[src/rtl/srs_pkg.sv]
package srs_pkg;

   // field widths
   localparam int POS_W = 38;
   localparam int VEL_W = 32;
   localparam int TOF_W = 40;
   localparam int RNG_W = 38;
   localparam int THR_W = 40;
   localparam int ITER_W = 4;
   localparam int LS_W = 29;
   localparam int ER_W = 36;

   // configuration port
   localparam int CSR_AW = 6;
   localparam int CSR_DW = 64;
   localparam logic [2:0] REG_SMALL_ANGLE = 3'd0;
   localparam logic [2:0] REG_THRESHOLD   = 3'd1;
   localparam logic [2:0] REG_MAX_ITER    = 3'd2;
   localparam logic [2:0] REG_LIGHT_SPEED = 3'd3;
   localparam logic [2:0] REG_EARTH_RATE  = 3'd4;

   // shared multiplier
   localparam int MUL_W = 64;
   localparam int PROD_W = 128;
   localparam int MRES_W = 80;

   // root / divide unit
   localparam int SD_SRC_W = 82;
   localparam int SD_ROOT_W = 41;
   localparam int SD_REM_W = 44;
   localparam int SD_RES_W = 42;
   localparam int SD_NUM_W = 68;

   typedef enum logic [2:0] {
      SH_NONE,
      SH_DIV6,
      SH_40,
      SH_48,
      SH_49
   } mul_shift_type;

   typedef struct packed {
      logic          start;
      mul_shift_type shift;
   } mul_cmd_type;

   typedef struct packed {
      logic start;
      logic is_sqrt;
   } sd_cmd_type;

endpackage

[src/rtl/srs_mul.sv]
module srs_mul (
   input  logic                        clock,
   input  logic                        reset,
   input  srs_pkg::mul_cmd_type        cmd,
   input  logic [srs_pkg::MUL_W-1:0]   op_a,
   input  logic [srs_pkg::MUL_W-1:0]   op_b,
   output logic                        done,
   output logic [srs_pkg::MRES_W-1:0]  result
);
   import srs_pkg::*;

   logic [MUL_W-1:0]  a_ff;
   logic [MUL_W-1:0]  b_ff;
   mul_shift_type     shift_ff;
   logic [PROD_W-1:0] acc_ff;
   logic [63:0]       pp_ff;
   logic [1:0]        pp_sel_ff;
   logic [2:0]        step_ff;
   logic              busy_ff;
   logic              done_ff;
   logic [31:0]       part_a;
   logic [31:0]       part_b;
   logic [PROD_W-1:0] pp_shifted;
   logic [PROD_W-1:0] rnd;

   // 32x32 partial products, one per cycle, each accumulated in the cycle after it is formed
   assign part_a = step_ff[1] ? a_ff[63:32] : a_ff[31:0];
   assign part_b = step_ff[0] ? b_ff[63:32] : b_ff[31:0];

   always_comb begin
      case (pp_sel_ff) inside
         2'd0:       pp_shifted = {64'b0, pp_ff};
         2'd1, 2'd2: pp_shifted = {32'b0, pp_ff, 32'b0};
         default:    pp_shifted = {pp_ff, 64'b0};
      endcase
   end

   // half an output lsb preloaded for round to nearest on the 40-, 48- and 49-bit shifts
   always_comb begin
      rnd = '0;
      case (cmd.shift)
         SH_40:   rnd[39] = 1'b1;
         SH_48:   rnd[47] = 1'b1;
         SH_49:   rnd[48] = 1'b1;
         default: rnd = '0;
      endcase
   end

   always_comb begin
      case (shift_ff)
         SH_DIV6: result = acc_ff[99:20];
         SH_40:   result = acc_ff[119:40];
         SH_48:   result = acc_ff[127:48];
         SH_49:   result = {1'b0, acc_ff[127:49]};
         default: result = acc_ff[79:0];
      endcase
   end

   assign done = done_ff;

   always_ff @(posedge clock) begin
      if (reset) begin
         busy_ff <= 1'b0;
         done_ff <= 1'b0;
         step_ff <= '0;
      end else begin
         done_ff <= 1'b0;
         if (cmd.start) begin
            busy_ff <= 1'b1;
            step_ff <= '0;
         end else if (busy_ff) begin
            step_ff <= step_ff + 3'd1;
            if (step_ff == 3'd4) begin
               busy_ff <= 1'b0;
               done_ff <= 1'b1;
            end
         end
      end
   end

   always_ff @(posedge clock) begin
      if (cmd.start) begin
         a_ff     <= op_a;
         b_ff     <= op_b;
         shift_ff <= cmd.shift;
         acc_ff   <= rnd;
      end else if (busy_ff) begin
         pp_ff     <= {32'b0, part_a} * {32'b0, part_b};
         pp_sel_ff <= step_ff[1:0];
         if (step_ff != 3'd0) begin
            acc_ff <= acc_ff + pp_shifted;
         end
      end
   end

endmodule

[config.mk]
export PLATFORM = sky130hd
export DESIGN_NAME = srs_mul
export DESIGN_NICKNAME = d
export VERILOG_FILES = /design/src/rtl/srs_pkg.sv /design/src/rtl/srs_mul.sv
export SDC_FILE = /design/constraint.sdc
export NUM_CORES = 2
export LEC_CHECK = 0
export ABC_AREA = 1
export BUFFER_PORTS_ARGS = -buffer_cell sky130_fd_sc_hd__buf_2
export CORE_UTILIZATION = 66
export CTS_BUF_LIST = sky130_fd_sc_hd__clkbuf_4
export DETAILED_ROUTE_END_ITERATION = 7
export HOLD_SLACK_MARGIN = 0.12
export PLACE_DENSITY = 0.93
export SETUP_SLACK_MARGIN = 0.05
export SYNTH_ARGS = -nofsm -noshare
export SYNTH_HDL_FRONTEND = slang
export SYNTH_SLANG_ARGS = --single-unit
[constraint.sdc]
create_clock -name clock -period 8.87 [get_ports clock]
set_input_delay 1.3305 -clock clock [delete_from_list [all_inputs] [get_ports clock]]
set_output_delay 1.3305 -clock clock [all_outputs]
set_load 0.02 [all_outputs]
Word-level counts from Yosys, hierarchy flattened
Cells that the tools add are included.
{ "word_totals": {"register_bits": 330, "output_inout_bits": 81} }
{ "op_classes": {"addsub": 2, "multipliers": 1, "eq_ne": 10, "mux": 15, "bitwise_logic": 2, "reduce_logical": 10} }
{ "ops": {"columns": ["op", "count"], "rows": [
  ["80-bit case mux with 4 select lines", 1],
  ["128-bit two-way mux", 2],
  ["49-bit two-way mux", 3],
  ["128-bit adder", 1],
  ["32-bit by 32-bit multiplier with 64-bit output", 1],
  ["32-bit two-way mux", 2],
  ["3-bit by 2-bit equality test with 1-bit output, second input constant", 4],
  ["3-bit equality test, second input constant", 3],
  ["1-bit two-way mux", 7],
  ["2-bit AND reduction", 3],
  ["2-bit nonzero test", 2],
  ["2-bit OR reduction", 2],
  ["3-bit by 1-bit adder with 3-bit output, second input constant", 1],
  ["3-bit by 1-bit equality test with 1-bit output, second input constant", 1],
  ["3-bit nonzero test", 1],
  ["3-bit OR reduction", 1],
  ["2-bit by 1-bit equality test with 1-bit output, second input constant", 1],
  ["2-bit equality test, second input constant", 1],
  ["2-bit zero test", 1],
  ["1-bit NOT", 2]
]} }

Depth between registers and ports, before layout
{ "logic_depth": {"ltp_word": 8, "mapped_depth": 37} }

Least setup slack after synthesis
No wires, ideal clock.
{ "synth_timing": {"path_kind": "register to register", "startpoint": "reg step_ff[0]", "endpoint": "reg pp_ff[61], data pin", "setup_ns": 0.258, "arrival_time_ns": 7.015, "required_time_ns": 8.612, "slack_ns": 1.597, "path_stages_with_launch": 36, "path_buffers": 3, "synth_period_minus_slack_ns": 7.273, "cell_sequence": "dfxtp_1 -> buf_2 -> inv_2 -> clkbuf_1 -> or2_2 -> o21ai_2 -> inv_2 -> clkbuf_1 -> nand2_1 -> fa_1 -> inv_1 -> fa_1 -> inv_1 -> fa_1 -> inv_1 -> fa_1 -> inv_1 -> fa_1 -> inv_1 -> fa_1 -> fa_1 -> fa_1 -> ha_1 -> nand2_1 -> nor2_1 -> inv_1 -> nor2_1 -> inv_1 -> nor3_1 -> nand3_1 -> nand3_1 -> nand2_1 -> clkinv_1 -> nor2_1 -> nand2_1 -> nand2_1"} }
{ "synth_via": {"elab_chain_len": 2} }
{ "synth_lines": {"columns": ["item", "line", "source"], "rows": [
  ["from (decl)", "srs_mul.sv:18", "logic [2:0] step_ff;"],
  ["from (signal assigned)", "srs_mul.sv:72", "step_ff <= step_ff + 3'd1;"],
  ["32-bit two-way mux", "srs_mul.sv:28", "assign part_b = step_ff[0] ? b_ff[63:32] : b_ff[31:0];"],
  ["32-bit by 32-bit multiplier with 64-bit output", "srs_mul.sv:88", "pp_ff <= {32'b0, part_a} * {32'b0, part_b};"],
  ["to (signal assigned)", "srs_mul.sv:88", null],
  ["to (decl)", "srs_mul.sv:16", "logic [63:0] pp_ff;"]
]} }
No other way between the ends.
A chain may end at the register's enable or synchronous reset.

Worst setup path in the final report
{ "layout_timing": {"startpoint": "reg step_ff[0]", "endpoint": "reg pp_ff[53], data pin"} }
The elaborated chain is that of the path after synthesis.

==> run_results.csv <==
group,metric,value,unit
run_status,run_status,"finished, violations left",
run_status,failing_checks,"design-rule violations",
hold_path,worstHoldPathCells,1,
worst_setup_path,cp.buffers_inverters,9,
timing,slew-limit-headroom,4.221,%
floorplanning,design.die.area,95560,um2
routing,wire_per_inst,26.03,um
finish,drive_above_1_share,9.325,%
synthesis,syn_area,62260,um2
worst_setup_path,critical-path-slowest-cell,"sky130_fd_sc_hd__fa_1",
routing,antenna_violating_nets_post_route,0,
clocking,cts.sink_count,330,
hold_path,holdCritPathClass,"input pin to flop",
synthesis,synthesis.area_per_instance,6.988,um2
placement,finalWeightedCongestion,1.150,
synthesis,synth_sequential_area_ratio,13.83,%
floorplanning,floorplan.core_area,93330,um2
timing,layout_worst_path_cycle_share,99.12,%
finish,num-nets-final,10542,
floorplanning,dieWidth,309.1,um
synthesis,ys.warnings.count,0,
worst_setup_path,worstReg2RegEnd,"pp_ff[53]$_DFFE_PP_",
worst_setup_path,critical_path_peak_fanout,34,
worst_setup_path,setup.worst_path.class,"flop to flop",
timing,setup-violations-final,0,
worst_setup_path,crit_path_end_kind,"flop",
global_route,grt_first_pass_wirelength,395.6,mm
placement,hpwl,214.6,mm
timing,rsz0062_at_grt,"no",
finish,area_growth,6.773,%
clocking,cts_made_buffers,95,
timing,hold_viol_final,0,
synthesis,netlist_top_cells_area,"sky130_fd_sc_hd__fa_1, sky130_fd_sc_hd__nand2_1, sky130_fd_sc_hd__inv_1",
worst_setup_path,timing.critical_path.arrival,9.47,ns
routing,routed_wirelength,272.3,mm
synthesis,mappedNetlistNets,10333,
floorplanning,die_h,309.1,um
synthesis,synth_top_area_share,28.84,%
clocking,cts-root-buf,"sky130_fd_sc_hd__clkbuf_4",
timing,fin_crit,8.792,ns
routing,drt-vias-per-instance,6.094,
worst_setup_path,ff2ff_setup_slack,0.08,ns
finish,final_common_cell,"sky130_fd_sc_hd__nand2_1",
hold_path,timing.hold.worst.start,"op_b[16]",
synthesis,synth.distinct_cells,47,
clocking,cts_buffer_depth,3,
synthesis,synth.ff_latch_count,330,
worst_setup_path,worst-endpoint-required,9.54,ns
clocking,cts.repair_timing.setup_buffer_count,0,
global_route,grtUsageTotal,57.79,%
synthesis,share_of_flip_flops_with_an_asynchronous_set_or_reset_after_synthesis,0,%
placement,buffers_added_on_ports,214,
finish,mostFrequentLayoutCells,"sky130_fd_sc_hd__nand2_1, sky130_fd_sc_hd__inv_1, sky130_fd_sc_hd__nor2_1",
timing,fin_worst_skew,0.1253,ns
finish,nFillCells,7669,
hold_path,worstHoldEndpoint,"b_ff[16]$_DFFE_PP_",
global_route,antenna_violations_before_repair,22,
floorplanning,initial_core_util,66.71,%
worst_setup_path,setup.worst_path.start_class,"flop",
routing,drt_iter0_drc,9429,
clocking,clkSlewWorstSetupHoldPaths,0.08,ns
synthesis,post_synth_inst_count,8909,
global_route,grt_pass1_vias,64235,
global_route,global_route_overflow,0,
routing,routed-via-count,63746,
floorplanning,io-pin-count,215,
worst_setup_path,worst_reg2reg_path_length_in_cells,28,
synthesis,synthDominantAreaCellType,"sky130_fd_sc_hd__fa_1",
clocking,h_tree_level_count,3,
timing,maxClockFrequency,113.7,MHz
timing,setup_total_negative_slack,0,ns
timing,worst-slew-pin-transition,1.436,ns
floorplanning,std_cell_rows,112,
routing,route.detailed.drc,16,
synthesis,synth-main-ff-cell,"sky130_fd_sc_hd__edfxtp_1",
run,cap_violations,0,
worst_setup_path,rr_startpoint,"step_ff[0]$_SDFFE_PP0P_",
clocking,clock_tree_from_tritoncts,"built",
worst_setup_path,cpPeakStageDelay,0.67,ns
global_route,maximum_number_of_pins_on_one_net_before_global_route_repair,121,
synthesis,number_of_flops_mapped_to_enable_cells_by_yosys,200,
clocking,worst_skew_pair.late_latency,1.05,ns
routing,drt-pass1-iter-count,8,
timing,slew_violations,0,
worst_setup_path,top_cell_family_by_delay_on_the_critical_path,"adder cells",
worst_setup_path,crit_cells,28,
## worst register-to-register path: cells and delay by family, from the launching register on
family | cells | cell delay, ns
and+or+nand+nor | 8 | 1.74
DFF | 1 | 0.42
xor gates and xnor gates | 1 | 0.10
buffers and inverters | 9 | 1.41
AOI/OAI and AO/OA | 1 | 0.38
adders and majority gates | 9 | 4.35
## cell usage after synthesis, types with 24 or more instances
master                     number
sky130_fd_sc_hd__a21oi_1      271
sky130_fd_sc_hd__a221oi_1      80
sky130_fd_sc_hd__a31oi_1       25
sky130_fd_sc_hd__buf_2        111
sky130_fd_sc_hd__clkbuf_1     148
sky130_fd_sc_hd__dfxtp_1      130
sky130_fd_sc_hd__edfxtp_1     200
sky130_fd_sc_hd__fa_1         897
sky130_fd_sc_hd__ha_1         393
sky130_fd_sc_hd__inv_1       2166
sky130_fd_sc_hd__inv_2         78
sky130_fd_sc_hd__nand2_1     2389
sky130_fd_sc_hd__nand2_2       43
sky130_fd_sc_hd__nand3_1      172
sky130_fd_sc_hd__nor2_1      1060
sky130_fd_sc_hd__nor2_2        37
sky130_fd_sc_hd__nor3_1        35
sky130_fd_sc_hd__o211ai_1      38
sky130_fd_sc_hd__o21ai_0      168
sky130_fd_sc_hd__o21ai_1       27
sky130_fd_sc_hd__o21ai_2       35
sky130_fd_sc_hd__o22ai_1       81
sky130_fd_sc_hd__or2_2         62
sky130_fd_sc_hd__xnor2_1       24
sky130_fd_sc_hd__xor2_1        94
## logic make-up after synthesis
logic type | after synthesis | synth area share [%]
DFF | 330 | 13.83
adders and majority gates | 1290 | 36.74
and+or+nand+nor | 3862 | 24.75
buffers and inverters | 2532 | 15.49
xor gates and xnor gates | 118 | 1.660
AOI/OAI and AO/OA | 777 | 7.527
## sequential cells by signal, summed over array words and instances, names as in the netlist
| name | cells |
|---|---|
| acc_ff | 128 |
| a_ff | 64 |
| b_ff | 64 |
| pp_ff | 64 |
| shift_ff | 3 |
| step_ff | 3 |
| pp_sel_ff | 2 |
| busy_ff | 1 |
| done | 1 |
## stage by stage
step / utilization (%) / instances / hold WS [ns] / instance area (um2) / worst slack [ns]
after floorplan: - / 8909 / 0.4288 / 62260 / 1.597
final: 71.22 / 10460 / 0.4524 / 66470 / 0.07798
after global routing: 71.19 / 10449 / 0.4477 / 66450 / 0.09404
after global placement: 69.89 / 10274 / 0.4666 / 65230 / 0.6900
after detailed placement: 69.89 / 10274 / 0.4700 / 65230 / 0.6279
after CTS: 71.16 / 10443 / 0.4780 / 66410 / 0.5000
## layer usage
metal	vias up	part of all wire, %	global-route usage (%)
met4	26	13	59.24
met5	-	0.13	2.376
met3	2149	16	25.88
li1	26891	-	-
met1	29003	30	60.81
met2	5677	41	83.69
## worst max path at each step
stage               slack, ns                     from             endpoint
floorplan                1.60  step_ff[0]$_SDFFE_PP0P_  pp_ff[61]$_DFFE_PP_
global placement         0.69  step_ff[0]$_SDFFE_PP0P_  pp_ff[49]$_DFFE_PP_
detailed placement       0.63  step_ff[0]$_SDFFE_PP0P_  pp_ff[54]$_DFFE_PP_
CTS                      0.50  step_ff[0]$_SDFFE_PP0P_  pp_ff[54]$_DFFE_PP_
global route             0.09  step_ff[0]$_SDFFE_PP0P_  pp_ff[61]$_DFFE_PP_
finish                   0.08  step_ff[0]$_SDFFE_PP0P_  pp_ff[53]$_DFFE_PP_
## final cells by class
cell class	count	area [um2]	area share, %
antenna	16	40.04	0.06023
clock buffer	131	983.4	1.479
clock inverter	38	205.2	0.3087
inverter	2259	8482	12.76
multi-input combinational	6047	44170	66.44
sequential	330	8611	12.95
tap	1254	1569	2.360
timing repair buffer	385	2415	3.633
## timing repair
item / 4_1_cts / 5_1_grt
hold buffers: 0 / 0
gates resized for setup: 0 / 1
endpoints found under the hold margin: 0 / 0
endpoints found under the setup margin: 0 / 3
Power is left out: the tool's default activity adds up to more than one toggle a clock period on the data nets, which glitch-free logic cannot reach.
