--- src/rtl/srs_pkg.sv ---
package srs_pkg;

   // field widths
   localparam int POS_W = 38;
   localparam int VEL_W = 32;
   localparam int TOF_W = 40;
   localparam int RNG_W = 38;
   localparam int THR_W = 40;
   localparam int ITER_W = 4;
   localparam int LS_W = 29;
   localparam int ER_W = 36;

   // configuration port
   localparam int CSR_AW = 6;
   localparam int CSR_DW = 64;
   localparam logic [2:0] REG_SMALL_ANGLE = 3'd0;
   localparam logic [2:0] REG_THRESHOLD   = 3'd1;
   localparam logic [2:0] REG_MAX_ITER    = 3'd2;
   localparam logic [2:0] REG_LIGHT_SPEED = 3'd3;
   localparam logic [2:0] REG_EARTH_RATE  = 3'd4;

   // shared multiplier
   localparam int MUL_W = 64;
   localparam int PROD_W = 128;
   localparam int MRES_W = 80;

   // root / divide unit
   localparam int SD_SRC_W = 82;
   localparam int SD_ROOT_W = 41;
   localparam int SD_REM_W = 44;
   localparam int SD_RES_W = 42;
   localparam int SD_NUM_W = 68;

   typedef enum logic [2:0] {
      SH_NONE,
      SH_DIV6,
      SH_40,
      SH_48,
      SH_49
   } mul_shift_type;

   typedef struct packed {
      logic          start;
      mul_shift_type shift;
   } mul_cmd_type;

   typedef struct packed {
      logic start;
      logic is_sqrt;
   } sd_cmd_type;

endpackage

--- src/rtl/srs_sqdiv.sv ---
module srs_sqdiv (
   input  logic                          clock,
   input  logic                          reset,
   input  srs_pkg::sd_cmd_type           cmd,
   input  logic [srs_pkg::MRES_W-1:0]    radicand,
   input  logic [srs_pkg::SD_NUM_W-1:0]  dividend,
   input  logic [srs_pkg::LS_W-1:0]      divisor,
   output logic                          done,
   output logic [srs_pkg::SD_RES_W-1:0]  result
);
   import srs_pkg::*;

   logic [SD_REM_W-1:0]  rem_ff;
   logic [SD_ROOT_W-1:0] root_ff;
   logic [SD_SRC_W-1:0]  src_ff;
   logic [LS_W-1:0]      div_ff;
   logic [5:0]           cnt_ff;
   logic                 busy_ff;
   logic                 done_ff;
   logic                 sqrt_ff;
   logic                 ovf_ff;
   logic [SD_REM_W-1:0]  rem_sh;
   logic [SD_REM_W-1:0]  trial;
   logic [SD_REM_W:0]    diff;
   logic                 take;

   // one shared shift-subtract step: root digit pairs or quotient bits
   assign rem_sh = sqrt_ff ? {rem_ff[SD_REM_W-3:0], src_ff[SD_SRC_W-1 -: 2]}
                           : {rem_ff[SD_REM_W-2:0], src_ff[SD_SRC_W-1]};
   assign trial  = sqrt_ff ? {1'b0, root_ff, 2'b01}
                           : {{(SD_REM_W-LS_W){1'b0}}, div_ff};
   assign diff   = {1'b0, rem_sh} - {1'b0, trial};
   assign take   = !diff[SD_REM_W];

   always_comb begin
      if (sqrt_ff) begin
         if (rem_ff > {3'b0, root_ff}) begin
            result = {1'b0, root_ff} + 42'd1;
         end else begin
            result = {1'b0, root_ff};
         end
      end else if (ovf_ff) begin
         result = {2'b0, {TOF_W{1'b1}}};
      end else begin
         result = {2'b0, root_ff[TOF_W-1:0]};
      end
   end

   assign done = done_ff;

   always_ff @(posedge clock) begin
      if (reset) begin
         busy_ff <= 1'b0;
         done_ff <= 1'b0;
         cnt_ff  <= '0;
      end else begin
         done_ff <= 1'b0;
         if (cmd.start) begin
            busy_ff <= 1'b1;
            cnt_ff  <= cmd.is_sqrt ? 6'd41 : 6'd40;
         end else if (busy_ff) begin
            cnt_ff <= cnt_ff - 6'd1;
            if (cnt_ff == 6'd1) begin
               busy_ff <= 1'b0;
               done_ff <= 1'b1;
            end
         end
      end
   end

   always_ff @(posedge clock) begin
      if (cmd.start) begin
         sqrt_ff <= cmd.is_sqrt;
         div_ff  <= divisor;
         root_ff <= '0;
         if (cmd.is_sqrt) begin
            rem_ff <= '0;
            src_ff <= {2'b0, radicand};
            ovf_ff <= 1'b0;
         end else begin
            // top part already at least the divisor: quotient does not fit
            rem_ff <= {16'b0, dividend[SD_NUM_W-1:TOF_W]};
            src_ff <= {dividend[TOF_W-1:0], 42'b0};
            ovf_ff <= {1'b0, dividend[SD_NUM_W-1:TOF_W]} >= divisor;
         end
      end else if (busy_ff) begin
         rem_ff  <= take ? diff[SD_REM_W-1:0] : rem_sh;
         root_ff <= {root_ff[SD_ROOT_W-2:0], take};
         src_ff  <= sqrt_ff ? {src_ff[SD_SRC_W-3:0], 2'b0} : {src_ff[SD_SRC_W-2:0], 1'b0};
      end
   end

endmodule

--- config.mk ---
export PLATFORM = sky130hd
export DESIGN_NAME = srs_sqdiv
export DESIGN_NICKNAME = d
export VERILOG_FILES = /design/src/rtl/srs_pkg.sv /design/src/rtl/srs_sqdiv.sv
export SDC_FILE = /design/constraint.sdc
export NUM_CORES = 1
export LEC_CHECK = 0
export BUFFER_PORTS_ARGS = -buffer_cell sky130_fd_sc_hd__buf_2
export CAP_MARGIN = 30
export CORE_ASPECT_RATIO = 0.75
export CORE_MARGIN = 5
export CORE_UTILIZATION = 53
export DETAILED_ROUTE_END_ITERATION = 6
export GPL_TIMING_DRIVEN = 0
export PLACE_DENSITY_LB_ADDON = 0.25
export SLEW_MARGIN = 20
export SYNTH_ARGS = -nofsm -noshare
export SYNTH_HDL_FRONTEND = slang
export SYNTH_SLANG_ARGS = --single-unit
--- constraint.sdc ---
create_clock -name clock -period 4.86 [get_ports clock]
set_clock_uncertainty 0.05 [all_clocks]
set_input_delay 0.729 -clock clock [delete_from_list [all_inputs] [get_ports clock]]
set_output_delay 0.729 -clock clock [all_outputs]
set_load 0.02 [all_outputs]
# [Yosys cells after proc, flatten, opt, wreduce, memory -nomap -nowiden]
# Cells that the tools add are included.
# Widths: inputs -> output; s select.
[totals] ff_bits=206 input_bits=181 output_inout_bits=43 elab_cells=39
[op_classes] n_addsub=3 magnitude_cmp=2 n_eq_ne=1 n_mux=20 bitwise_logic=1 reduce_logical=3
[ops] op="$mux 82" count=4
[ops] op="$mux 44" count=4
[ops] op="$mux 42" count=2
[ops] op="$sub 44x43->45" count=1
[ops] op="$gt 44x41->1" count=1
[ops] op="$mux 43" count=1
[ops] op="$add 41x1->42 const B" count=1
[ops] op="$mux 40" count=1
[ops] op="$ge 28x29->1" count=1
[ops] op="$mux 28" count=1
[ops] op="$mux 6" count=2
[ops] op="$eq 6x1->1 const B" count=1
[ops] op="$sub 6x1->6 const B" count=1
[ops] op="$mux 1" count=5
[ops] op="$reduce_or 3->1" count=1
[ops] op="$reduce_bool 2->1" count=1
[ops] op="$logic_not 1->1" count=1
[ops] op="$not 1->1" count=1

# [Longest topological paths before layout]
# Gate-level depths: netlist of the first run.
[logic_depth] ltp_word=5 mapped_depth=19 depth_no_buf=13

# [Worst setup path before layout of the first run]
# No wires, ideal clock.
[synth_path] path_type="flip-flop to flip-flop" from="register sqrt_ff" to="register rem_ff[40], data pin" setup_ps=261 arrival_ps=4521 required_time_ps=4549 path_slack_ps=28 path_stages_with_launch=19 path_buffers=8 synth_period_minus_slack_ps=4832 cell_sequence="edfxtp_1 -> clkbuf_1 -> clkbuf_1 -> buf_1 -> buf_1 -> buf_2 -> mux2i_1 -> ha_1 -> buf_2 -> a21oi_1 -> o221ai_1 -> a221oi_2 -> a311oi_2 -> a21oi_2 -> o21ai_4 -> a21o_1 -> buf_6 -> buf_6 -> a311o_1"
[synth_between] elab_chain_len=5 word_cells_on_any_way=6 classes_between="add/sub: 1; mux: 5"
[synth_rtl] element="from (decl)" line_no="srs_sqdiv.sv:20" text="logic sqrt_ff;"
[synth_rtl] element="from (signal assigned)" line_no="srs_sqdiv.sv:73" text="sqrt_ff <= cmd.is_sqrt;"
[synth_rtl] element="$mux 44 or $mux 43 (tied branches)" line_no="srs_sqdiv.sv:28, srs_sqdiv.sv:30"
[synth_rtl] element="$sub 44x43->45" line_no="srs_sqdiv.sv:32" text="assign diff = {1'b0, rem_sh} - {1'b0, trial};"
[synth_rtl] element="$mux 44 *" line_no="srs_sqdiv.sv:87" text="rem_ff <= take ? diff[SD_REM_W-1:0] : rem_sh;"
[synth_rtl] element="$mux 44 *" line_no="srs_sqdiv.sv:86" text="end else if (busy_ff) begin"
[synth_rtl] element="$mux 44 *" line_no="srs_sqdiv.sv:72" text="if (cmd.start) begin"
[synth_rtl] element="to (signal assigned)" line_no="srs_sqdiv.sv:82" text="rem_ff <= {16'b0, dividend[SD_NUM_W-1:TOF_W]};"
[synth_rtl] element="to (signal assigned)" line_no="srs_sqdiv.sv:87"
[synth_rtl] element="to (decl)" line_no="srs_sqdiv.sv:13" text="logic [SD_REM_W-1:0] rem_ff;"
# Mark *: on every way between the ends. The rest lies on a longest branch, timed or not. The select of a mux whose other input is x is not followed.
# A chain may end at the register's enable or synchronous reset.

# [Worst setup path in the final report of the first run]
[layout_path] from="register root_ff[21]" to="output result[0] in the netlist's numbering"
[layout_between] elab_chain_len=3
[layout_rtl] element="from (decl)" line_no="srs_sqdiv.sv:14" text="logic [SD_ROOT_W-1:0] root_ff;"
[layout_rtl] element="from (signal assigned)" line_no="srs_sqdiv.sv:88" text="root_ff <= {root_ff[SD_ROOT_W-2:0], take};"
[layout_rtl] element="$gt 44x41->1" line_no="srs_sqdiv.sv:37" text="if (rem_ff > {3'b0, root_ff}) begin"
[layout_rtl] element="$mux 42" line_no="srs_sqdiv.sv:37"
[layout_rtl] element="$mux 42" line_no="srs_sqdiv.sv:36" text="if (sqrt_ff) begin"
[layout_rtl] element="to (decl)" line_no="srs_sqdiv.sv:9" text="output logic [srs_pkg::SD_RES_W-1:0] result"
# No other way between the ends.

==> results of run 1 <==
[state kept, by name (all words and copies together) (netlist names)]
register  flops
busy_ff       1
cnt_ff        6
div_ff       29
done          1
ovf_ff        1
rem_ff       44
root_ff      41
sqrt_ff       1
src_ff       82
[stage by stage]
step,power (mW),setup WS (ns)
2_1_floorplan,5.91,0.0279
3_3_place_gp,7.06,-2.18
3_5_place_dp,7.14,-2.12
6_report,8.98,0.0986
5_1_grt,9.56,0.00139
4_1_cts,8.85,0.0301
[power by group]
group          leakage (nW)  internal, mW  switching, mW
Combinational          5.42          2.00           2.77
Clock                 0.350         0.922          0.729
Sequential             2.00          2.31          0.253
[critical path, stage by stage (launching register included)]
cell and delay (ns):
dfxtp_1 0.58, inv_1 0.08, ha_1 0.28, and3_1 0.17, a221o_1 0.34, a221oi_1 0.31
o221ai_1 0.23, a22oi_1 0.27, o211a_1 0.24, nor2_2 0.10, clkbuf_2 0.24, nand2_1 0.19
mux2i_1 0.22, buf_2 0.19
[path summary, 6_finish.rpt]
check,startpoint,end,slack (ns),cells past startpoint
setup / recovery,root_ff[21],result[0],0.1,13
hold / removal,divisor[4],div_ff[4],0.33,1
hold reg to reg,cnt_ff[1],cnt_ff[1],0.46,2
setup reg to reg,sqrt_ff,rem_ff[13],0.15,17
[cell families after synthesis]
kind of cell	synth area share, %
buffers and inverters	4.73
multiplexers	16.3
adder cells (fa/ha/maj)	9.44
AO/OA/AOI/OAI	15.6
flip-flops	36.8
XOR/XNOR	2.15
AND/OR/NAND/NOR	14.9
[routing by layer]
metal	share of wire, %	vias up	global-route usage [%]
met4	2.2	12	5.70
met2	42	586	45.1
met5	0.15	-	0
met3	11	74	8.97
met1	45	6574	42.1
li1	-	6606	-
[placed cells by master, fill, tap and decap left out, drive strengths merged, types with 27 or more instances in the layout]
master and count:
nor2b 49, nand4 35, nand2 155, buf 256
nor2 121, o21ai 92, a211oi 47, mux2 44
dfxtp 49, clkbuf 97, nand3 27, a21o 45
inv 87, edfxtp 157, ha 115, a21oi 118
mux2i 203
[layout make-up]
| cell class | count | area, um2 |
|---|---|---|
| clock buffers | 30 | 634 |
| inverters | 86 | 323 |
| well taps | 392 | 490 |
| flip-flops and latches | 206 | 5700 |
| plain buffers | 92 | 433 |
| diodes | 6 | 15.0 |
| multi-input cells | 1260 | 9100 |
| repair buffers | 232 | 1230 |
| fillers | 2559 | 10900 |
| clock inverters | 10 | 61.3 |
[what timing repair did]
| action | in CTS | in global routing |
|---|---|---|
| resized for setup | 35 | 21 |
| buffers inserted | 3 | 2 |
| pin swaps | 2 | 5 |
| setup endpoints to repair | 87 | 60 |
==> flow_summary.rst, run 1 <==
.. list-table::
   :header-rows: 1

   * - Metric
     - Value
   * - Post-layout instance count excluding filler cells
     - 2314
   * - Most instantiated cells after synthesis
     - mux2i_1 (203), edfxtp_1 (157), nand2_1 (155), nor2_1 (121), a21oi_1 (116)
   * - Total Nets Final
     - 2198
   * - Core ar.
     - 28900 um2
   * - Power Dens Cells
     - 499 nW/um2
   * - Starting density of the core
     - 53.5%
   * - Yosys reg bits
     - 206
   * - Remaining antenna violation count
     - 0
   * - Most area-consuming cells after synthesis
     - edfxtp_1 (30%), mux2i_1 (13%), ha_1 (9.3%)
   * - Vias in the first global route
     - 13500
   * - Total number of clock tree sinks
     - 206
   * - Via/cell ratio
     - 5.99
   * - Worst endpoint required time
     - 4.08 ns
   * - RSZ-0062 raised after global routing
     - false
   * - H-Tree Level Count
     - 1
   * - Library cell with the highest instance count after synthesis
     - mux2i_1
   * - IO Count
     - 224
   * - Startpoint type of the worst setup path
     - flop
   * - Worst path arrival time
     - 3.98 ns
   * - Final setup violation count
     - 0
   * - Syn-to-layout area delta
     - 16.4%
   * - Post-synth design cell area
     - 15500 um2
   * - Final core occ
     - 62.2%
   * - Least-Margin Pin Slew
     - 1.06 ns
   * - Path type of the worst setup path
     - reg -> out
   * - Yosys top cell area share
     - 30.5%
   * - Initial antenna violation count
     - 11
   * - Die outline height
     - 158 um
   * - Pins Over Slew Limit
     - 0
   * - Post-route clock period utilization
     - 98.0%
   * - Total global-route track usage
     - 29.5%
   * - Die area
     - 32700 um2
   * - Final routed DRC violation total
     - 0
   * - Final Hold Slack
     - 0.325 ns
   * - Pin count of the biggest net entering global routing
     - 40
   * - Leading register cell type out of synthesis
     - edfxtp_1
   * - Final worst path period need
     - 4.76 ns
   * - CTS Buffer Depth
     - 3
   * - CTS tree
     - done
   * - Critical Path Sink Type
     - primary output
   * - Cell area after layout
     - 18000 um2
   * - Via total after detailed routing
     - 13900
   * - Final Hold Fails
     - 0
   * - Clock buffer count from CTS
     - 23
   * - Fmax
     - 210 MHz
   * - Number of design-rule violations left by the first detailed-router iteration
     - 1372
   * - Post-synthesis instance total
     - 1650
   * - Tightest Hold Check Type
     - in -> reg
   * - Syn nets
     - 1947
   * - Post-placement cell count
     - 2269
   * - Port Buffer Count
     - 222
   * - Clock latency on the worst-skew pair
     - 0.54 ns
   * - Sum of negative setup slack
     - 0 ns
   * - Placement-stage cell area
     - 17100 um2
   * - Peak supply drop
     - 0.000272 V
   * - Standard-cell rows
     - 54
   * - Number of different library cells in the post-synthesis netlist
     - 70
   * - Quantity of hold-fixing buffers added after cts
     - 0
   * - Fraction of registers with async set/reset
     - 0%
   * - Cell taking the most area after synthesis
     - edfxtp_1
   * - Slew headroom
     - 29.1%
   * - Share of layout cells above drive strength 1
     - 19.1%
   * - Die extent in x
     - 207 um
   * - First-pass GRT wire length
     - 76300 um
   * - Number of max-cap violations
     - 0
   * - Average cell area after synthesis
     - 9.37 um2
   * - Clock edge transition at the registers on the reported setup and hold paths
     - 0.06 ns
   * - Routed length per instance
     - 21.6 um
   * - Lkg Pwr
     - 7.77 nW
   * - Share of the yosys chip area belonging to registers
     - 36.8%
   * - Clk Tree Root Cell
     - clkbuf_16
   * - Sum of net half-perimeters after detailed placement
     - 38800 um
   * - Total wire length
     - 49900 um
   * - Max Fanout on Critical Path
     - 10
   * - First-pass DRT Iterations
     - 6
   * - Overflow left after global routing
     - 0
   * - Ys Warns
     - 0
   * - Gpl congestion
     - 0.962
   * - Outcome
     - finished, final reports clean
   * - Number of synthesized flops with an enable pin
     - 157
Note: power is estimated with default switching activity, not from simulation.
==> inputs of run 2 (changes only) <==
--- a/config.mk
+++ b/config.mk
@@ -7,7 +7,6 @@
 export LEC_CHECK = 0
 export BUFFER_PORTS_ARGS = -buffer_cell sky130_fd_sc_hd__buf_2
 export CAP_MARGIN = 30
-export CORE_ASPECT_RATIO = 0.75
 export CORE_MARGIN = 5
 export CORE_UTILIZATION = 53
 export DETAILED_ROUTE_END_ITERATION = 6
@@ -17,3 +16,4 @@
 export SYNTH_ARGS = -nofsm -noshare
 export SYNTH_HDL_FRONTEND = slang
 export SYNTH_SLANG_ARGS = --single-unit
+export TNS_END_PERCENT = 5
==> run 2 against run 1 <==
  * Die area decreased by 0.11%
  * Worst hold slack improved by 0.013 ns
  * Core utilization increased by 0.46 points
  * Power increased by 0.66%
  * Clock power increased by 9.7%
  * Via count decreased by 0.35%
  * Critical endpoint is now rem_ff[21]
  * Largest cell class unchanged
  * Largest power group unchanged
  * Highest routed layer unchanged
==> flow_summary.rst, run 2 (synthesized netlist as in run 1, its figures left out) <==
.. list-table::
   :header-rows: 1

   * - Metric
     - Value
   * - CTS tree
     - done
   * - First-pass GRT wire length
     - 73500 um (-3.6%)
   * - Pin count of the biggest net entering global routing
     - 47 (+18%)
   * - Clock edge transition at the registers on the reported setup and hold paths
     - 0.06 ns (about the same)
   * - Register bank with the most flops
     - src_ff
   * - Die area
     - 32700 um2 (-0.11%)
   * - Die extent in x
     - 181 um (-13%)
   * - Power Dens Cells
     - 501 nW/um2 (+0.40%)
   * - Outcome
     - finished, final reports clean
   * - H-Tree Level Count
     - 1 (unchanged)
   * - Number of max-cap violations
     - 0 (unchanged)
   * - Multi-input gate area
     - 9080 um2 (-0.25%)
   * - Tightest Hold Check Type
     - in -> reg
   * - Peak supply drop
     - 0.000286 V (+5.2%)
   * - Post-layout instance count excluding filler cells
     - 2311 (-0.13%)
   * - Critical Path Sink Type
     - flop
   * - Lkg Pwr
     - 7.81 nW (+0.47%)
   * - Leading cell type in the layout, fill and taps excluded
     - buf_2
   * - Post-route clock period utilization
     - 98.3% (+0.31 points)
   * - Least-Margin Pin Slew
     - 1.02 ns (-0.0474 ns)
   * - Total wire length
     - 47800 um (-4.2%)
   * - Worst path arrival time
     - 4.98 ns (+1.00 ns)
   * - First-pass DRT Iterations
     - 5 (-1)
   * - Startpoint type of the worst setup path
     - flop
   * - Final routed DRC violation total
     - 0 (unchanged)
   * - IO Count
     - 224 (unchanged)
   * - Placement-stage cell area
     - 17100 um2 (-0.20%)
   * - Largest registers in the final layout
     - src_ff x82, rem_ff x44, root_ff x41
   * - Standard-cell rows
     - 62 (+15%)
   * - Area of all sequential standard cells
     - 5700 um2 (about the same)
   * - Core ar.
     - 28800 um2 (-0.48%)
   * - GRT met2 Usage
     - 45.2% (about the same)
   * - Overflow left after global routing
     - 0 (unchanged)
   * - Die outline height
     - 181 um (+14%)
   * - Sum of net half-perimeters after detailed placement
     - 37400 um (-3.5%)
   * - Port Buffer Count
     - 222 (unchanged)
   * - Met1 demand-to-capacity share in global routing
     - 38.9% (-3.2 points)
   * - Final setup violation count
     - 0 (unchanged)
   * - Worst reg-to-reg setup slack
     - 0.08 ns (-0.07 ns)
   * - Largest register FFs
     - 82 (unchanged)
   * - Total number of clock tree sinks
     - 206 (unchanged)
   * - Total global-route track usage
     - 28.0% (-1.6 points)
   * - Number of inserted filler cells in the final layout
     - 2483 (-3.0%)
   * - Total Nets Final
     - 2201 (+0.14%)
   * - Remaining antenna violation count
     - 0 (unchanged)
   * - Met3 Use GR
     - 4.69% (-4.3 points)
   * - Clk Tree Root Cell
     - clkbuf_16
   * - Final worst-path setup slack
     - 0.0836 ns (-0.0150 ns)
   * - Final Hold Fails
     - 0 (unchanged)
   * - Gpl congestion
     - 0.957 (-0.58%)
   * - Final worst path period need
     - 4.78 ns (+0.0150 ns)
   * - Initial antenna violation count
     - 11 (unchanged)
   * - Max Fanout on Critical Path
     - 10 (unchanged)
   * - Starting density of the core
     - 53.7% (+0.26 points)
   * - Share of layout cells above drive strength 1
     - 19.0% (-0.11 points)
   * - Overall power
     - 9.04 mW (+0.66%)
   * - Post-placement cell count
     - 2260 (-0.40%)
   * - Syn-to-layout area delta
     - 16.7%
   * - Slew headroom
     - 32.2% (+3.2 points)
   * - Commonest non-fill, non-tap cells in the layout
     - buf_2 (231), mux2i_1 (202), edfxtp_1 (157)
   * - Clock latency on the worst-skew pair
     - 0.53 ns (about the same)
   * - Worst setup slack before clock tree synthesis
     - -2.06 ns (+0.0594 ns)
   * - Via total after detailed routing
     - 13800 (-0.35%)
   * - Sum of negative setup slack
     - 0 ns (unchanged)
   * - Pins Over Slew Limit
     - 0 (unchanged)
   * - Fmax
     - 209 MHz (-0.31%)
   * - Busiest layer in global routing
     - met2
   * - Quantity of hold-fixing buffers added after cts
     - 0 (unchanged)
   * - CTS Buffer Depth
     - 3 (unchanged)
   * - Number of design-rule violations left by the first detailed-router iteration
     - 1256 (-8.5%)
   * - Clock buffer count from CTS
     - 24 (+4.3%)
   * - Via/cell ratio
     - 5.97 (-0.22%)
   * - Path type of the worst setup path
     - reg -> reg
   * - RSZ-0062 raised after global routing
     - true
   * - Cell area after layout
     - 18000 um2 (+0.26%)
   * - Routed length per instance
     - 20.7 um (-4.1%)
   * - Worst endpoint required time
     - 5.07 ns (+0.99 ns)
   * - Vias in the first global route
     - 13500 (+0.067%)
run 2: cell types whose count changed in the layout (fill, tap and decap cells not counted), moves of 2 or more:
cell / previous run / this run
clkbuf_8: 1 / 5
buf_12: 3 / 1
clkbuf_16: 24 / 26
clkbuf_2: 6 / 8
clkbuf_4: 4 / 2
clkinv_2: 6 / 4
dfxtp_1: 44 / 46
dfxtp_2: 5 / 3
ha_1: 112 / 114
ha_2: 3 / 1
run 2: worst paths after layout:
| path | from | end | depth (start not counted) |
|---|---|---|---|
| worst max-delay path | sqrt_ff | rem_ff[21] | 18 |
| worst max register to register | sqrt_ff | rem_ff[21] | 18 |
| worst min-delay path | divisor[3] | div_ff[3] | 1 |
| worst min register to register | cnt_ff[1] | cnt_ff[1] | 2 |
run 2: final cells by class:
cell class              instances  share of cell area (%)
clock buffers                  35                    4.07
inverters                      86                    1.79
flip-flops and latches        206                    31.6
repair buffers                230                    6.65
diodes                          5                  0.0694
well taps                     384                    2.66
clock inverters                 9                   0.312
multi-input cells            1260                    50.3
plain buffers                  96                    2.51
run 2: stage by stage:
stage | hold WS (ns) | util (%)
floorplan | 0.428 | -
global placement | 0.447 | 59.2
detailed placement | 0.452 | 59.5
CTS | 0.326 | 62.5
global route | 0.325 | 62.6
finish | 0.338 | 62.7
run 2: critical path: stages, from the launching register on:
cell      delay [ns]
edfxtp_1        0.35
clkbuf_4        0.24
buf_6           0.22
buf_6           0.20
buf_6           0.20
mux2i_1         0.27
ha_1            0.15
buf_2           0.18
nand4_1         0.25
nor4_4          0.28
nand4_1         0.26
a311oi_2        0.42
a21oi_2         0.17
o21ai_4         0.27
a21o_1          0.17
buf_6           0.19
buf_6           0.22
mux2i_2         0.30
o21ai_1         0.09
run 2: power by group:
group / internal, mW / total [mW] / leakage [nW] / switching [mW]
registers: 2.31 / 2.55 / 2.00 / 0.240
clock network: 1.05 / 1.81 / 0.395 / 0.755
logic: 1.99 / 4.68 / 5.41 / 2.70
total: 5.35 / 9.04 / 7.81 / 3.69
run 2: layer usage:
layer,part of all wire [%],up-vias,routed length [um]
li1,-,6607,-
met1,43,6508,20600
met2,45,578,21600
met3,8.7,92,4140
met4,2.7,18,1290
met5,0.22,-,103
run 2: timing repair:
action	CTS	global route
endpoints found under the setup margin	86	68
buffers inserted	3	1
gates resized for setup	30	15
hold endpoints to repair	0	0
pin swaps	2	3
==> inputs of run 3 (changes only) <==
--- a/config.mk
+++ b/config.mk
@@ -5,10 +5,10 @@
 export SDC_FILE = /design/constraint.sdc
 export NUM_CORES = 1
 export LEC_CHECK = 0
+export ABC_AREA = 1
 export BUFFER_PORTS_ARGS = -buffer_cell sky130_fd_sc_hd__buf_2
 export CAP_MARGIN = 30
-export CORE_MARGIN = 5
-export CORE_UTILIZATION = 53
+export CORE_UTILIZATION = 54
 export DETAILED_ROUTE_END_ITERATION = 6
 export GPL_TIMING_DRIVEN = 0
 export PLACE_DENSITY_LB_ADDON = 0.25
==> run 3 against run 2 <==
  * The run now ends with DRC left
  * Design area rose by 11%
  * Register-to-register slack better by 0.12 ns
  * Area after synthesis increased by 13%
  * Clock-buffer cell count down 4
  * Clock power grew 7%
  * Sequential power decreased by 5%
  * Worst setup slack better by 0.12 ns
  * Critical path type unchanged
  * Highest routed layer is now met4
==> flow_summary.rst, run 3 <==
.. list-table::
   :header-rows: 1

   * - Metric
     - Value
   * - Outcome
     - finished with violations
   * - Violated checks
     - DRC
   * - IO Count
     - 224 (unchanged)
   * - Internal power
     - 4.66 mW (-13%)
   * - Via total after detailed routing
     - 19100 (+39%)
   * - Capture point of the worst path
     - rem_ff[0]
   * - Total global-route track usage
     - 38.2% (+10 points)
   * - Vias in the first global route
     - 17600 (+30%)
   * - Library cell with the highest instance count after synthesis
     - nand2_1
   * - Worst reg-to-reg setup slack
     - 0.20 ns (+0.12 ns)
   * - CTS tree
     - done
   * - Cell taking the most area after synthesis
     - edfxtp_1
   * - CP max-delay cell
     - fa_1
   * - Pins Over Slew Limit
     - 0 (unchanged)
   * - Clock latency on the worst-skew pair
     - 0.56 ns (+0.03 ns)
   * - Critical Path Sink Type
     - flop
   * - Total number of clock tree sinks
     - 206 (unchanged)
   * - Startpoint of the lowest-slack register-to-register path
     - sqrt_ff
   * - Final routed DRC violation total
     - 1 (+1)
   * - Die area
     - 33200 um2 (+1.4%)
   * - Final worst path period need
     - 4.66 ns (-0.117 ns)
   * - Initial antenna violation count
     - 0 (-11)
   * - Total Nets Final
     - 3154 (+43%)
   * - Number of synthesized flops with an enable pin
     - 157 (unchanged)
   * - Register bank with the most flops
     - src_ff
   * - Number of max-cap violations
     - 0 (unchanged)
   * - Port Buffer Count
     - 223 (+0.45%)
   * - Cells along the critical path
     - inv_2 > clkbuf_1 > clkbuf_2 > clkbuf_2 > nand2_1 > fa_1 > nand3_1 > nand3_1 > nand2_1 > nand2_2 > nand2_1 > nand2_1 > nand2_2 > clkbuf_1 > nand4_1 > nand3_1 > nand2_1
   * - Clock buffer count from CTS
     - 25 (+4.2%)
   * - Final core occ
     - 63.0% (+0.36 points)
   * - Overflow left after global routing
     - 0 (unchanged)
   * - Peak supply drop
     - 0.000302 V (+5.5%)
   * - Die outline height
     - 182 um (+0.71%)
   * - Via/cell ratio
     - 5.84 (-2.3%)
   * - Quantity of hold-fixing buffers added after cts
     - 0 (unchanged)
   * - Syn nets
     - 2905 (+49%)
   * - Power Dens Cells
     - 413 nW/um2 (-18%)
   * - Final setup violation count
     - 0 (unchanged)
   * - Critical path's largest stage delay
     - 0.49 ns (+0.07 ns)
   * - Clock edge transition at the registers on the reported setup and hold paths
     - 0.07 ns (about the same)
   * - Worst setup path startpoint
     - sqrt_ff
   * - Gpl congestion
     - 0.983 (+2.8%)
   * - Cells resized by post-CTS repair
     - 1 (-97%)
   * - Path type of the worst setup path
     - reg -> reg
   * - Switching share of power
     - 43.6% (+2.8 points)
   * - Starting density of the core
     - 55.2% (+1.5 points)
   * - Sequential share of power
     - 29.3% (+1.1 points)
   * - Total wire length
     - 64400 um (+35%)
   * - Top cell by count, worst path
     - nand2_1
   * - Most area-consuming cells after synthesis
     - edfxtp_1 (27%), nand2_1 (17%), ha_1 (8.2%)
   * - Worst path arrival time
     - 4.91 ns (-0.07 ns)
   * - Worst setup slack before clock tree synthesis
     - -0.120 ns (+1.94 ns)
   * - Fraction of registers with async set/reset
     - 0% (unchanged)
   * - Lkg Pwr
     - 9.47 nW (+21%)
   * - Combinational fraction of design power
     - 47.2% (-4.6 points)
   * - Pin count of the biggest net entering global routing
     - 76 (+62%)
   * - Clk Tree Root Cell
     - clkbuf_16
   * - Fmax
     - 215 MHz (+2.5%)
   * - Post-synthesis instance total
     - 2608 (+58%)
   * - First-pass DRT Iterations
     - 7 (+2)
   * - H-Tree Level Count
     - 1 (unchanged)
   * - Final worst-path setup slack
     - 0.200 ns (+0.117 ns)
   * - Core ar.
     - 31700 um2 (+10%)
   * - Tightest Hold Check Type
     - in -> reg
   * - Number of buffers inserted to repair setup after CTS
     - 0 (-3)
   * - Startpoint type of the worst setup path
     - flop
   * - Largest register FFs
     - 82 (unchanged)
   * - Worst Reg2Reg Path Length in Cells
     - 17 (-1)
   * - Post-route clock period utilization
     - 95.9% (-2.4 points)
   * - Post-synth design cell area
     - 17500 um2 (+13%)
   * - Commonest non-fill, non-tap cells in the layout
     - nand2_1 (795), nor2_1 (332), inv_1 (303)
   * - First-pass GRT wire length
     - 97500 um (+33%)
   * - Leading cell type in the layout, fill and taps excluded
     - nand2_1
   * - Yosys reg bits
     - 206 (unchanged)
   * - Worst endpoint required time
     - 5.11 ns (+0.04 ns)
   * - RSZ-0062 raised after global routing
     - false
   * - Die extent in x
     - 182 um (+0.71%)
   * - Least-Margin Pin Slew
     - 0.958 ns (-0.0580 ns)
   * - Max Fanout on Critical Path
     - 10 (unchanged)
   * - Share of layout cells above drive strength 1
     - 11.9% (-7.1 points)
   * - Yosys top cell area share
     - 26.9% (-3.6 points)
   * - Sum of net half-perimeters after detailed placement
     - 51300 um (+37%)
   * - Clock group share of total power
     - 23.5% (+3.5 points)
   * - Origin of the worst min-delay path
     - divisor[23]
   * - Routed length per instance
     - 19.6 um (-5.1%)
   * - Slew headroom
     - 36.1% (+3.9 points)
   * - Total net switching power
     - 3.60 mW (-2.6%)
   * - Final Hold Fails
     - 0 (unchanged)
   * - Number of different library cells in the post-synthesis netlist
     - 48 (-31%)
   * - Syn-to-layout area delta
     - 14.2%
   * - Number of design-rule violations left by the first detailed-router iteration
     - 2346 (+87%)
   * - Average cell area after synthesis
     - 6.71 um2 (-28%)
   * - Leading register cell type out of synthesis
     - edfxtp_1
   * - Largest registers in the final layout
     - src_ff x82, rem_ff x44, root_ff x41
   * - Standard-cell rows
     - 65 (+4.8%)
   * - CTS Buffer Depth
     - 3 (unchanged)
   * - Share of the yosys chip area belonging to registers
     - 32.5% (-4.3 points)
   * - Remaining antenna violation count
     - 0 (unchanged)
   * - Most instantiated cells after synthesis
     - nand2_1 (795), nor2_1 (332), inv_1 (303), edfxtp_1 (157), nand3_1 (142)
   * - End of the worst register-to-register path
     - rem_ff[0]
   * - Ys Warns
     - 0 (unchanged)
## run 3: cell count changes after synthesis, moves of 43 or more
cell / change
a21o_1: -43
nand2_1: +640
o31ai_1: +76
nand3_1: +115
a21oi_1: -45
nor2_1: +211
a211oi_1: -46
mux2i_1: -197
nor2b_1: -49
mux2_2: -44
inv_1: +218
## run 3: cell families (layout without fill, tap and decap cells)
kind of cell             after synthesis  in the layout  synth area share, %
adder cells (fa/ha/maj)              116            116                 8.33
other                                  0              1                    0
AND/OR/NAND/NOR                     1409           1409                 33.2
AO/OA/AOI/OAI                        395            395                 13.7
buffers and inverters                429            696                 9.59
XOR/XNOR                              47             47                 2.35
multiplexers                           6              6                0.343
flip-flops                           206            206                 32.5
## run 3: critical path, delay by kind of cell (launching register included)
kind | cells | cell delay (ns)
buffers and inverters | 5 | 1.82
adders and majority gates | 1 | 0.49
DFF | 1 | 0.42
and+or+nand+nor | 11 | 1.63
## run 3: area by class of cell
type                            count  area [um2]
Clock buffer                       31         679
Buffer                            109         490
Fill cell                        2914       11700
Timing Repair Buffer              224        1140
Inverter                          318        1190
Multi-Input combinational cell   1973       10100
Sequential cell                   206        5700
Tap cell                          402         503
Antenna cell                        1        2.50
Clock inverter                     14         149
## run 3: metal layers
metal  global-route usage, %  vias to the layer above  wire [um]
met5                       0                        -          0
li1                        -                     9144          -
met4                    12.7                        0       2110
met3                    4.01                      119       5580
met2                    61.5                     1015      29000
met1                    53.7                     8857      27700
## run 3: how the worst min path moves through the flow
stage                 end  cells after the start
2_1_floorplan   cnt_ff[5]                      2
3_3_place_gp    cnt_ff[5]                      2
3_5_place_dp    cnt_ff[5]                      2
6_report       div_ff[23]                      1
5_1_grt        div_ff[21]                      1
4_1_cts        div_ff[24]                      1
## run 3: power groups by stage
stage          Sequential, mW  Combinational, mW  Clock (mW)
2_1_floorplan            2.37               2.69           0
3_3_place_gp             2.44               3.71           0
3_5_place_dp             2.44               3.78           0
4_1_cts                  2.41               3.81        1.94
5_1_grt                  2.44               4.33        2.00
6_report                 2.42               3.89        1.94
## run 3: per-stage QoR
step	power [mW]	TNS, ns	cell area, um2	hold slack [ns]	std cells
floorplan	5.06	0	17500	0.398	2608
global placement	6.15	-0.298	19100	0.415	3233
detailed placement	6.22	-0.239	19200	0.432	3234
CTS	8.15	0	20000	0.301	3279
global route	8.76	0	20000	0.305	3277
finish	8.25	0	20000	0.314	3278
